`config.mk`:
```
export PLATFORM = sky130hd
export DESIGN_NAME = keyed_result_cache_fifo_unit
export DESIGN_NICKNAME = d
export VERILOG_FILES = /design/src/rtl/core/krc_pkg.sv /design/src/rtl/core/krc_cmp.sv /design/src/rtl/core/keyed_result_cache_fifo_unit.sv
export SDC_FILE = /design/constraint.sdc
export NUM_CORES = 2
export LEC_CHECK = 0
export ABC_AREA = 1
export BUFFER_PORTS_ARGS = -buffer_cell sky130_fd_sc_hd__buf_4
export CAP_MARGIN = 10
export CORE_ASPECT_RATIO = 1.4
export CORE_MARGIN = 3
export CORE_UTILIZATION = 35
export CTS_BUF_LIST = sky130_fd_sc_hd__clkbuf_4 sky130_fd_sc_hd__clkbuf_8 sky130_fd_sc_hd__clkbuf_16
export CTS_CLUSTER_DIAMETER = 100
export DETAILED_ROUTE_END_ITERATION = 7
export PLACE_DENSITY = 0.5
export SLEW_MARGIN = 20
export SYNTH_ARGS = -nofsm -noshare
export SYNTH_HDL_FRONTEND = slang
export SYNTH_HIERARCHICAL = 1
export SYNTH_SLANG_ARGS = --single-unit
```
`constraint.sdc`:
```
create_clock -name clock -period 17.3 [get_ports clock]
set_clock_uncertainty 0.1 [all_clocks]
set_input_delay 3.46 -clock clock [delete_from_list [all_inputs] [get_ports clock]]
set_output_delay 3.46 -clock clock [all_outputs]
set_load 0.005 [all_outputs]
```
`src/rtl/core/krc_pkg.sv`:
```
`default_nettype none

package krc_pkg;

   // storage geometry
   localparam int SLOTS       = 16;
   localparam int SLOT_BITS   = $clog2(SLOTS);
   localparam int FILL_BITS   = $clog2(SLOTS + 1);
   localparam int KEY_BITS    = 64;
   localparam int DATA_BITS   = 64;
   localparam int RESULT_BITS = 64;
   localparam int STAMP_BITS  = 32;
   localparam int COUNT_BITS  = 32;
   localparam int CAP_BITS    = 5;

   // register port
   localparam int CSR_ADDR_BITS = 3;
   localparam int CSR_DATA_BITS = 32;
   localparam int CSR_IDX_BITS  = CSR_ADDR_BITS - 2;
   localparam logic [CSR_IDX_BITS-1:0] CSR_ENTRIES_IN_USE = '0;
   localparam logic [CAP_BITS-1:0]     CAP_RESET = CAP_BITS'(SLOTS);

   typedef enum logic [1:0] {
      REQ_LOOKUP      = 2'd0,
      REQ_FILL        = 2'd1,
      REQ_INVALIDATE  = 2'd2,
      REQ_CLEAR_STATS = 2'd3
   } req_type_type;

   typedef enum logic [2:0] {
      ST_IDLE,
      ST_SCAN,
      ST_SEARCH,
      ST_WRITE,
      ST_FINISH
   } state_type;

   // flags from the shared comparator
   typedef struct packed {
      logic eq;
      logic lt;
   } cmp_result_type;

endpackage

`default_nettype wire

```
`src/rtl/core/krc_cmp.sv`:
```
`default_nettype none

module krc_cmp (
   input  wire logic [krc_pkg::KEY_BITS-1:0] a,
   input  wire logic [krc_pkg::KEY_BITS-1:0] b,
   output krc_pkg::cmp_result_type           result
);
   import krc_pkg::*;

   logic [KEY_BITS:0] diff;

   // one subtractor gives both equality and unsigned less-than
   always_comb begin
      diff      = {1'b0, a} - {1'b0, b};
      result.lt = diff[KEY_BITS];
      result.eq = (diff[KEY_BITS-1:0] == '0);
   end

endmodule

`default_nettype wire

```
`src/rtl/core/keyed_result_cache_fifo_unit.sv`:
```
// channel   direction  handshake                 word
// req       in         req_valid / req_stall     req_type, req_key, req_fill_data
// rsp       out        rsp_valid / rsp_stall     hit, read_data, evicted, three totals
// csr       in/out     psel, penable, pwrite     paddr, pwdata, prdata, pready
//
// lookup: compares the filled slots in order from slot zero until the first hit or the last filled slot
// fill: writes a free slot, or when full first searches the filled slots for the oldest stamp and evicts it
// invalidate and clear-stats go straight to finish; one 64-bit comparator looks at one slot a cycle
// req_stall is high from acceptance until the result enters the output register
// a held result on rsp keeps the block in its finish state, so it also delays acceptance of the next word
// synchronous reset: empty cache, counters zero, stamp one, entries_in_use sixteen
`default_nettype none

module keyed_result_cache_fifo_unit (
   input  wire logic                                clock,
   input  wire logic                                reset,
   // request words
   input  wire logic                                req_valid,
   output logic                                     req_stall,
   input  wire logic [1:0]                          req_type,
   input  wire logic [krc_pkg::KEY_BITS-1:0]        req_key,
   input  wire logic [krc_pkg::RESULT_BITS-1:0]     req_fill_data,
   // result words
   output logic                                     rsp_valid,
   input  wire logic                                rsp_stall,
   output logic                                     rsp_hit,
   output logic [krc_pkg::RESULT_BITS-1:0]          rsp_read_data,
   output logic                                     rsp_evicted,
   output logic [krc_pkg::COUNT_BITS-1:0]           rsp_hit_total,
   output logic [krc_pkg::COUNT_BITS-1:0]           rsp_miss_total,
   output logic [krc_pkg::COUNT_BITS-1:0]           rsp_eviction_total,
   // register port
   input  wire logic                                psel,
   input  wire logic                                penable,
   input  wire logic                                pwrite,
   input  wire logic [krc_pkg::CSR_ADDR_BITS-1:0]   paddr,
   input  wire logic [krc_pkg::CSR_DATA_BITS-1:0]   pwdata,
   output logic [krc_pkg::CSR_DATA_BITS-1:0]        prdata,
   output logic                                     pready
);
   import krc_pkg::*;

   // entry storage
   logic [KEY_BITS-1:0]   key_mem   [SLOTS];
   logic [DATA_BITS-1:0]  data_mem  [SLOTS];
   logic [STAMP_BITS-1:0] stamp_mem [SLOTS];
   logic [SLOTS-1:0]      valid_ff, valid_in;

   // control and item state
   state_type             state_ff, state_in;
   req_type_type          type_ff, type_in;
   logic [KEY_BITS-1:0]   key_ff, key_in;
   logic [DATA_BITS-1:0]  fdata_ff, fdata_in;
   logic [FILL_BITS-1:0]  idx_ff, idx_in;
   logic [SLOT_BITS-1:0]  best_ff, best_in;
   logic [STAMP_BITS-1:0] best_stamp_ff, best_stamp_in;
   logic [SLOT_BITS-1:0]  slot_ff, slot_in;
   logic                  evict_ff, evict_in;
   logic                  hit_ff, hit_in;
   logic [DATA_BITS-1:0]  rdata_ff, rdata_in;

   // cache-wide state
   logic [CAP_BITS-1:0]   eiu_ff, eiu_in;
   logic [FILL_BITS-1:0]  filled_ff, filled_in;
   logic [STAMP_BITS-1:0] next_stamp_ff, next_stamp_in;
   logic [COUNT_BITS-1:0] hit_cnt_ff, hit_cnt_in;
   logic [COUNT_BITS-1:0] miss_cnt_ff, miss_cnt_in;
   logic [COUNT_BITS-1:0] evict_cnt_ff, evict_cnt_in;

   // output register
   logic                   rsp_valid_ff, rsp_valid_in;
   logic                   rsp_hit_ff;
   logic [DATA_BITS-1:0]   rsp_rdata_ff;
   logic                   rsp_evicted_ff;
   logic [COUNT_BITS-1:0]  rsp_hit_total_ff, rsp_miss_total_ff, rsp_evict_total_ff;

   // datapath helpers
   logic [FILL_BITS-1:0]  capacity;
   logic [SLOT_BITS-1:0]  rd_idx;
   logic [SLOT_BITS-1:0]  rd_addr;
   logic [KEY_BITS-1:0]   rd_key_ff;
   logic [DATA_BITS-1:0]  rd_data_ff;
   logic [STAMP_BITS-1:0] rd_stamp_ff;
   logic                  rd_valid;
   logic [KEY_BITS-1:0]   cmp_a, cmp_b;
   cmp_result_type        cmp;
   logic                  key_match;
   logic                  scan_last;
   logic                  search_done;
   logic                  out_free;
   logic                  finish_load;
   logic                  csr_wr;
   logic                  csr_hit;

   // effective capacity: zero acts as one, saturate at the slot count
   always_comb begin
      if (eiu_ff == '0) begin
         capacity = FILL_BITS'(1);
      end else if (32'(eiu_ff) > SLOTS) begin
         capacity = FILL_BITS'(SLOTS);
      end else begin
         capacity = FILL_BITS'(eiu_ff);
      end
   end

   // slot at the scan index; entry words come from the registered read
   assign rd_idx   = idx_ff[SLOT_BITS-1:0];
   assign rd_addr  = idx_in[SLOT_BITS-1:0];
   assign rd_valid = valid_ff[rd_idx];

   // shared comparator: keys while scanning, stamps while searching
   always_comb begin
      if (state_ff == ST_SEARCH) begin
         cmp_a = KEY_BITS'(rd_stamp_ff);
         cmp_b = KEY_BITS'(best_stamp_ff);
      end else begin
         cmp_a = rd_key_ff;
         cmp_b = key_ff;
      end
   end

   krc_cmp u_cmp (
      .a      (cmp_a),
      .b      (cmp_b),
      .result (cmp)
   );

   assign key_match   = cmp.eq && rd_valid;
   assign scan_last   = ((idx_ff + FILL_BITS'(1)) == filled_ff);
   assign search_done = (idx_ff >= filled_ff);
   assign out_free    = !rsp_valid_ff || !rsp_stall;
   assign finish_load = (state_ff == ST_FINISH) && out_free;

   // next state
   always_comb begin
      state_in = state_ff;
      case (state_ff)
         ST_IDLE: begin
            if (req_valid) begin
               case (req_type_type'(req_type))
                  REQ_LOOKUP: state_in = (filled_ff == '0) ? ST_FINISH : ST_SCAN;
                  REQ_FILL:   state_in = (filled_ff < capacity) ? ST_WRITE : ST_SEARCH;
                  default:    state_in = ST_FINISH;
               endcase
            end
         end
         ST_SCAN: begin
            if (key_match || scan_last) begin
               state_in = ST_FINISH;
            end
         end
         ST_SEARCH: begin
            if (search_done) begin
               state_in = ST_WRITE;
            end
         end
         ST_WRITE:  state_in = ST_FINISH;
         ST_FINISH: begin
            if (out_free) begin
               state_in = ST_IDLE;
            end
         end
         default:   state_in = ST_IDLE;
      endcase
   end

   // datapath and cache state updates
   always_comb begin
      type_in       = type_ff;
      key_in        = key_ff;
      fdata_in      = fdata_ff;
      idx_in        = idx_ff;
      best_in       = best_ff;
      best_stamp_in = best_stamp_ff;
      slot_in       = slot_ff;
      evict_in      = evict_ff;
      hit_in        = hit_ff;
      rdata_in      = rdata_ff;
      valid_in      = valid_ff;
      filled_in     = filled_ff;
      next_stamp_in = next_stamp_ff;
      hit_cnt_in    = hit_cnt_ff;
      miss_cnt_in   = miss_cnt_ff;
      evict_cnt_in  = evict_cnt_ff;
      case (state_ff)
         ST_IDLE: begin
            if (req_valid) begin
               type_in       = req_type_type'(req_type);
               key_in        = req_key;
               fdata_in      = req_fill_data[DATA_BITS-1:0];
               idx_in        = '0;
               best_in       = '0;
               slot_in       = filled_ff[SLOT_BITS-1:0];
               evict_in      = 1'b0;
               hit_in        = 1'b0;
               rdata_in      = '0;
            end
         end
         ST_SCAN: begin
            if (key_match) begin
               hit_in   = 1'b1;
               rdata_in = rd_data_ff;
            end
            idx_in = idx_ff + FILL_BITS'(1);
         end
         ST_SEARCH: begin
            if (search_done) begin
               slot_in  = best_ff;
               evict_in = 1'b1;
            end else begin
               // the first slot seeds the oldest candidate
               if ((idx_ff == '0) || cmp.lt) begin
                  best_in       = rd_idx;
                  best_stamp_in = rd_stamp_ff;
               end
               idx_in = idx_ff + FILL_BITS'(1);
            end
         end
         ST_WRITE: begin
            valid_in[slot_ff] = 1'b1;
            next_stamp_in     = next_stamp_ff + STAMP_BITS'(1);
            if (!evict_ff) begin
               filled_in = filled_ff + FILL_BITS'(1);
            end
         end
         ST_FINISH: begin
            if (out_free) begin
               case (type_ff)
                  REQ_LOOKUP: begin
                     if (hit_ff) begin
                        hit_cnt_in = hit_cnt_ff + COUNT_BITS'(1);
                     end else begin
                        miss_cnt_in = miss_cnt_ff + COUNT_BITS'(1);
                     end
                  end
                  REQ_FILL: begin
                     if (evict_ff) begin
                        evict_cnt_in = evict_cnt_ff + COUNT_BITS'(1);
                     end
                  end
                  REQ_INVALIDATE: begin
                     valid_in  = '0;
                     filled_in = '0;
                  end
                  default: begin
                     hit_cnt_in   = '0;
                     miss_cnt_in  = '0;
                     evict_cnt_in = '0;
                  end
               endcase
            end
         end
         default: begin
            idx_in = '0;
         end
      endcase
   end

   // output register valid
   always_comb begin
      rsp_valid_in = rsp_valid_ff;
      if (finish_load) begin
         rsp_valid_in = 1'b1;
      end else if (!rsp_stall) begin
         rsp_valid_in = 1'b0;
      end
   end

   // register port
   assign csr_wr  = psel && penable && pwrite;
   assign csr_hit = (paddr[CSR_ADDR_BITS-1:2] == CSR_ENTRIES_IN_USE);
   assign eiu_in  = (csr_wr && csr_hit) ? pwdata[CAP_BITS-1:0] : eiu_ff;
   assign prdata  = csr_hit ? CSR_DATA_BITS'(eiu_ff) : '0;
   assign pready  = 1'b1;

   // control registers
   always_ff @(posedge clock) begin
      if (reset) begin
         state_ff      <= ST_IDLE;
         valid_ff      <= '0;
         filled_ff     <= '0;
         next_stamp_ff <= STAMP_BITS'(1);
         hit_cnt_ff    <= '0;
         miss_cnt_ff   <= '0;
         evict_cnt_ff  <= '0;
         eiu_ff        <= CAP_RESET;
         rsp_valid_ff  <= 1'b0;
      end else begin
         state_ff      <= state_in;
         valid_ff      <= valid_in;
         filled_ff     <= filled_in;
         next_stamp_ff <= next_stamp_in;
         hit_cnt_ff    <= hit_cnt_in;
         miss_cnt_ff   <= miss_cnt_in;
         evict_cnt_ff  <= evict_cnt_in;
         eiu_ff        <= eiu_in;
         rsp_valid_ff  <= rsp_valid_in;
      end
   end

   // item payload registers
   always_ff @(posedge clock) begin
      type_ff       <= type_in;
      key_ff        <= key_in;
      fdata_ff      <= fdata_in;
      idx_ff        <= idx_in;
      best_ff       <= best_in;
      best_stamp_ff <= best_stamp_in;
      slot_ff       <= slot_in;
      evict_ff      <= evict_in;
      hit_ff        <= hit_in;
      rdata_ff      <= rdata_in;
   end

   // entry writes
   always_ff @(posedge clock) begin
      if (state_ff == ST_WRITE) begin
         key_mem[slot_ff]   <= key_ff;
         data_mem[slot_ff]  <= fdata_ff;
         stamp_mem[slot_ff] <= next_stamp_ff;
      end
   end

   // entry reads, addressed by the next scan index
   always_ff @(posedge clock) begin
      rd_key_ff   <= key_mem[rd_addr];
      rd_data_ff  <= data_mem[rd_addr];
      rd_stamp_ff <= stamp_mem[rd_addr];
   end

   // result payload
   always_ff @(posedge clock) begin
      if (finish_load) begin
         rsp_hit_ff         <= hit_ff;
         rsp_rdata_ff       <= rdata_ff;
         rsp_evicted_ff     <= evict_ff;
         rsp_hit_total_ff   <= hit_cnt_in;
         rsp_miss_total_ff  <= miss_cnt_in;
         rsp_evict_total_ff <= evict_cnt_in;
      end
   end

   assign req_stall          = (state_ff != ST_IDLE);
   assign rsp_valid          = rsp_valid_ff;
   assign rsp_hit            = rsp_hit_ff;
   assign rsp_read_data      = RESULT_BITS'(rsp_rdata_ff);
   assign rsp_evicted        = rsp_evicted_ff;
   assign rsp_hit_total      = rsp_hit_total_ff;
   assign rsp_miss_total     = rsp_miss_total_ff;
   assign rsp_eviction_total = rsp_evict_total_ff;

endmodule

`default_nettype wire

```
# --- Yosys cells after proc, flatten, opt, wreduce, memory -nomap -nowiden ---
# Memories as Yosys holds them, arrays and structs flattened. A register that Yosys moved wholly into a read port is not among the register bits.
# Cells that the tools add are included.
classes:
  n_reduce_logical: 34
  n_bitwise: 4
  muxes: 58
  eq_ne: 18
  add_sub_neg: 7
  n_lt_le_gt_ge: 6
ops:
  columns: ["op", "n"]
  rows:
  - ["2-to-1 mux 32 bit", 9]
  - ["2-to-1 mux 64 bit", 4]
  - ["case mux 32 bit (2 select lines)", 3]
  - ["adder 32 x 1 -> 32 bit (second input constant)", 4]
  - ["case mux 64 bit (2 select lines)", 1]
  - ["subtractor 64 x 64 -> 65 bit", 1]
  - ["logical NOT 64 bit", 1]
  - ["2-to-1 mux 5 bit", 8]
  - ["2-to-1 mux 16 bit", 2]
  - ["case mux 16 bit (2 select lines)", 1]
  - ["2-to-1 mux 4 bit", 5]
  - ["case mux 5 bit (4 select lines)", 1]
  - ["bitwise OR 16 bit", 1]
  - ["case mux 4 bit (2 select lines)", 2]
  - ["logical NOT 5 bit", 3]
  - ["2-to-1 mux 3 bit", 5]
  - ["case mux 3 bit (5 select lines)", 1]
  - ["AND reduction 3 bit", 5]
  - ["!= test 2 bit (second input constant)", 7]
  - ["AND reduction 4 bit", 3]
  - ["adder 5 x 1 -> 5 bit (second input constant)", 2]
  - ["less-than comparator 4 x 5 -> 1 bit (second input constant)", 2]
  - ["2-to-1 mux 1 bit", 10]
  - ["case mux 5 bit (2 select lines)", 1]
  - ["other kinds (25)", 45]
word_totals:
  inputBits: 172
  memories: 3
  reg_bits: 561
  mem_bits_rw: 2560
memory_table:
  columns: ["memory", "words", "width", "read_ports", "rd_ports_with_merged_regs", "wr", "line", "source"]
  rows:
  - ["data_mem", 16, 64, 1, 1, 1, "keyed_result_cache_fifo_unit.sv:45", "logic [DATA_BITS-1:0] data_mem [SLOTS];"]
  - ["key_mem", 16, 64, 1, 1, 1, "keyed_result_cache_fifo_unit.sv:44", "logic [KEY_BITS-1:0] key_mem [SLOTS];"]
  - ["stamp_mem", 16, 32, 1, 1, 1, "keyed_result_cache_fifo_unit.sv:46", "logic [STAMP_BITS-1:0] stamp_mem [SLOTS];"]

# --- Depth between registers and ports, before layout ---
depth:
  ltp_word: 8
  depth_mapped: 31

# --- Hierarchy ---
# The synthesis kept the hierarchy.
modules_own_cells:
  columns: ["mod", "cells_each", "instances", "area_each_um2", "seq_area_each_um2"]
  rows:
  - ["keyed_result_cache_fifo_unit", 13559, 1, 139461.3, 95301.4]
  - ["krc_cmp", 1294, 1, 5973.2, 0.0]

# --- Worst setup path after synthesis ---
# Ideal clock, no wire load.
synth_path:
  kind: "flip-flop to flip-flop"
  start: "reg state_ff[0]"
  end: "mem data_mem[11][0] (enable)"
  setup_ns: 0.875
  synth_period_minus_slack_ns: 12.981
  t_required_ns: 16.325
  arrival_time_ns: 12.005
  path_slack_ns: 4.319
  path_stages_with_launch: 5
  n_path_buf: 2
  path_cell_list: "dfxtp_1 > nand3_1 > clkbuf_1 > clkbuf_1 > nor3_1"
synth_via:
  elab_chain_len: 3
synth_rtl:
  columns: ["element", "line", "source"]
  rows:
  - ["from (decl)", "keyed_result_cache_fifo_unit.sv:50", "state_type state_ff, state_in;"]
  - ["from (signal assigned)", "keyed_result_cache_fifo_unit.sv:289", "state_ff <= state_in;"]
  - ["== test 3 x 2 -> 1 bit", "keyed_result_cache_fifo_unit.sv:317", "if (state_ff == ST_WRITE) begin"]
  - ["2-to-1 mux 1 bit", "keyed_result_cache_fifo_unit.sv:317", null]
  - ["2-to-1 mux 1 bit (implied by the code)", "keyed_result_cache_fifo_unit.sv:319", "data_mem[slot_ff] <= fdata_ff;"]
  - ["to (decl)", "keyed_result_cache_fifo_unit.sv:45", null]
# Every way passes these cells.

# --- Worst setup path after layout ---
layout_path:
  start: "in paddr[2] (netlist bit)"
  end: "out prdata[1] (netlist bit)"
layout_via:
  elab_chain_len: 1
layout_rtl:
  columns: ["element", "line", "source"]
  rows:
  - ["from (decl)", "keyed_result_cache_fifo_unit.sv:36", "input wire logic [krc_pkg::CSR_ADDR_BITS-1:0] paddr,"]
  - ["2-to-1 mux 5 bit", "keyed_result_cache_fifo_unit.sv:273", "assign prdata = csr_hit ? CSR_DATA_BITS'(eiu_ff) : '0;"]
  - ["to (decl)", "keyed_result_cache_fifo_unit.sv:38", "output logic [krc_pkg::CSR_DATA_BITS-1:0] prdata,"]
# Every way passes these cells.

==> out/summary.txt <==
total power: 25.8 mW
Overflow after GRT: 0
Comb pwr share: 0.307
number of synthesized flops with an enable pin: 2,959
minimum hold slack: 318 ps
full die area: 423,000 um2
CTS hold repair buffers: 0
worst-margin pin slew: 1150 ps
max-slew violations: 0
Final period util: 0.428
Seq/Total Area, Yosys: 0.655
RSZ-0062 raised after global routing: no
drt first pass iters: 6
status: complete, no violations
CP max FO: 6
CP max stage cell: buf_4
M2 GR Usage: 0.347
final wirelength: 432,000 um
Seq cells post-synth: 3,281
core area: 413,000 um2
vias in the first global route: 95,800
compound-gate portion of the synthesized area: 0.0191
CTS Buf Count: 341
GPL Wtd Cong: 0.920
CP top delay family: buffers and inverters
Post-CTS Resized: 0
Port Buf Inserts: 311
clock slew at reported path FFs: 70 ps
first-pass GRT wire length: 635,000 um
Yosys cell types: 56
vias per inst: 4.82
mux contribution to synthesized area: 0
initial core utilization: 0.352
pin count of the biggest net entering global routing: 179
Worst-Skew Late Latency: 1000 ps
Most Used Layer, Global Route: met2
Mean Syn Cell Area: 9.79 um2
CTS tree: done
WP data arrival: 3850 ps
simple-gate share of the synthesized area: 0.211
internal power: 16.4 mW
XOR/XNOR Fraction of Synth Area: 0.00132
Most used DFF post-synth: edfxtp_1
htree depth: 5
crit start category: input port
WP buf/inv: 2
CP Cell Sequence: buf_4 > nor2_1 > buf_4
Row Count: 279
setup bufs post-CTS: 0
most frequent cells in the layout: nand2_1 (3,623), inv_1 (3,210), edfxtp_1 (2,959)
Placed Cells incl. Taps: 20,100
pwr/cell area: 157 nW/um2
Fin. Hold Viols: 0
Post-Layout Cell Count: 20,800
met3 Usage GRT: 0.0246
boundary pin count: 369
yosys warns: 6
switching share of power: 0.367
WL/cell: 20.8 um
Clock Power Share: 0.298
Die Wd: 551 um
most common cell after layout, fill and taps aside: nand2_1
area grow syn2layout: 13.5%
Psw: 9.49 mW
Root Buffer: clkbuf_16
CP endpoint kind: output pin
share of cells above drive strength 1: 0.0764
Crit path largest cell delay: 130 ps
Leak: 70.0 nW
vias post-DR: 100,000
Worst IR Drop VDD: 0.167 mV
Mapped Cells: 14,900
Starting DRT DRC Count: 7,426
cell mode on critical path: buf_4
Max clock buf depth: 4
Post-DP HPWL: 227,000 um
Worst EP required: 13,740 ps
DR DRC count: 0
max-cap violations: 0
setup violators final: 0
WS Path Type: in2out
final instance area: 165,000 um2
initial antenna violation count: 13
Routed Antenna Nets: 0
f_max: 135 MHz
Slew HR: 0.231
total track usage: 0.199
share of synthesized registers carrying an async set or reset: 0
grt met1 use: 0.258
main combinational cell family by area after synthesis: simple AND/OR/NAND/NOR gates
DP Area: 153,000 um2
Die H: 769 um
final net count: 15,200
total clock sinks: 3,281
Post-Syn Area: 145,000 um2
Post-Synth Adder-Cell Area: 0.00745
setup TNS: 0 ps
Hold Path Class: reg2reg
Reg power frac: 0.395
Final Critical Period: 7410 ps
-- final timing paths --
check | start | to | slack, ps | cells after the start
worst min register to register | rdata_ff[14] | rsp_read_data[14] | 320 | 0
worst min-delay path | rdata_ff[14] | rsp_read_data[14] | 320 | 0
worst max-delay path | paddr[2] | prdata[1] | 9890 | 3
worst max register to register | state_ff[2] | rdata_ff[59] | 10270 | 25
-- worst register-to-register path: cells and delay by family (launching register included) --
kind / cells / cell delay, ps
AND/OR/NAND/NOR: 17 / 3050
buffers and inverters: 6 / 2290
adder cells (fa/ha/maj): 1 / 400
AO/OA/AOI/OAI: 1 / 250
flip-flops: 1 / 480
-- state kept, by name (all words and copies together) (netlist names), 5 cells and up --
name                flops
hit_cnt_ff             32
valid_ff               16
best_stamp_ff          32
rsp_hit_total          32
fdata_ff               64
idx_ff                  5
key_mem              1024
rdata_ff               64
miss_cnt_ff            32
rd_data_ff             64
rsp_miss_total         32
data_mem             1024
filled_ff               5
next_stamp_ff          32
evict_cnt_ff           32
eiu_ff                  5
rd_stamp_ff            32
rsp_eviction_total     32
rsp_read_data          64
stamp_mem             512
key_ff                 64
rd_key_ff              64
-- kinds of logic after synthesis --
logic type,Yosys count
and+or+nand+nor,7006
buffers and inverters,3953
DFF,3281
AOI/OAI and AO/OA,503
adders and majority gates,86
xor gates and xnor gates,22
other,2
-- metrics by stage --
stage                     worst slack (ps)   util
after global placement                9110  0.371
after CTS                             9870  0.400
after detailed placement              9260  0.371
final                                 9890  0.400
after floorplan                       4320      -
after global routing                  9870  0.400
-- layer usage --
layer,vias up,routed length (um)
met4,6,12800
met2,2472,213000
met1,48700,184000
met5,-,33
met3,657,21000
li1,48300,-
-- cell usage after synthesis (all sizes together) (3+ instances only) --
master / n / share of area
a21oi: 253 / 0.0088
o22ai: 15 / 0.00074
xor2: 18 / 0.0011
nand3b: 14 / 0.00072
and2: 9 / 0.00039
nand4: 372 / 0.016
a211oi: 5 / 0.00026
nor4: 14 / 0.00060
clkinv: 6 / 0.00015
nand2: 3636 / 0.094
dfxtp: 322 / 0.044
ha: 85 / 0.0073
o31ai: 3 / 0.00015
o221ai: 4 / 0.00024
nor2: 442 / 0.012
o21a: 12 / 0.00062
xnor2: 4 / 0.00024
o21bai: 11 / 0.00057
inv: 3228 / 0.083
a31oi: 7 / 0.00030
edfxtp: 2959 / 0.61
nand3: 2420 / 0.083
nor3: 93 / 0.0036
clkbuf: 253 / 0.0065
nor3b: 3 / 0.00015
buf: 466 / 0.016
o211ai: 13 / 0.00067
a21o: 3 / 0.00015
o21ai: 166 / 0.0058
-- final cells by class --
type,instances,area (um2)
antenna,8,20.0
clock buffer,451,9550
clock inverter,177,2230
fill,40100,248000
inverter,3234,12200
multi-input combinational,7645,35000
sequential,3281,95300
tap,5479,6860
timing repair buffer,484,4030
-- power by group through the flow --
stage / logic (mW) / clock network, mW / registers [mW]
2_1_floorplan: 5.30 / 0 / 10.2
3_3_place_gp: 7.97 / 0 / 10.4
3_5_place_dp: 7.99 / 0 / 10.4
4_1_cts: 8.02 / 7.89 / 10.2
5_1_grt: 8.87 / 8.20 / 10.3
6_report: 7.93 / 7.70 / 10.2
No activity file was read; power rests on OpenSTA's default activity.
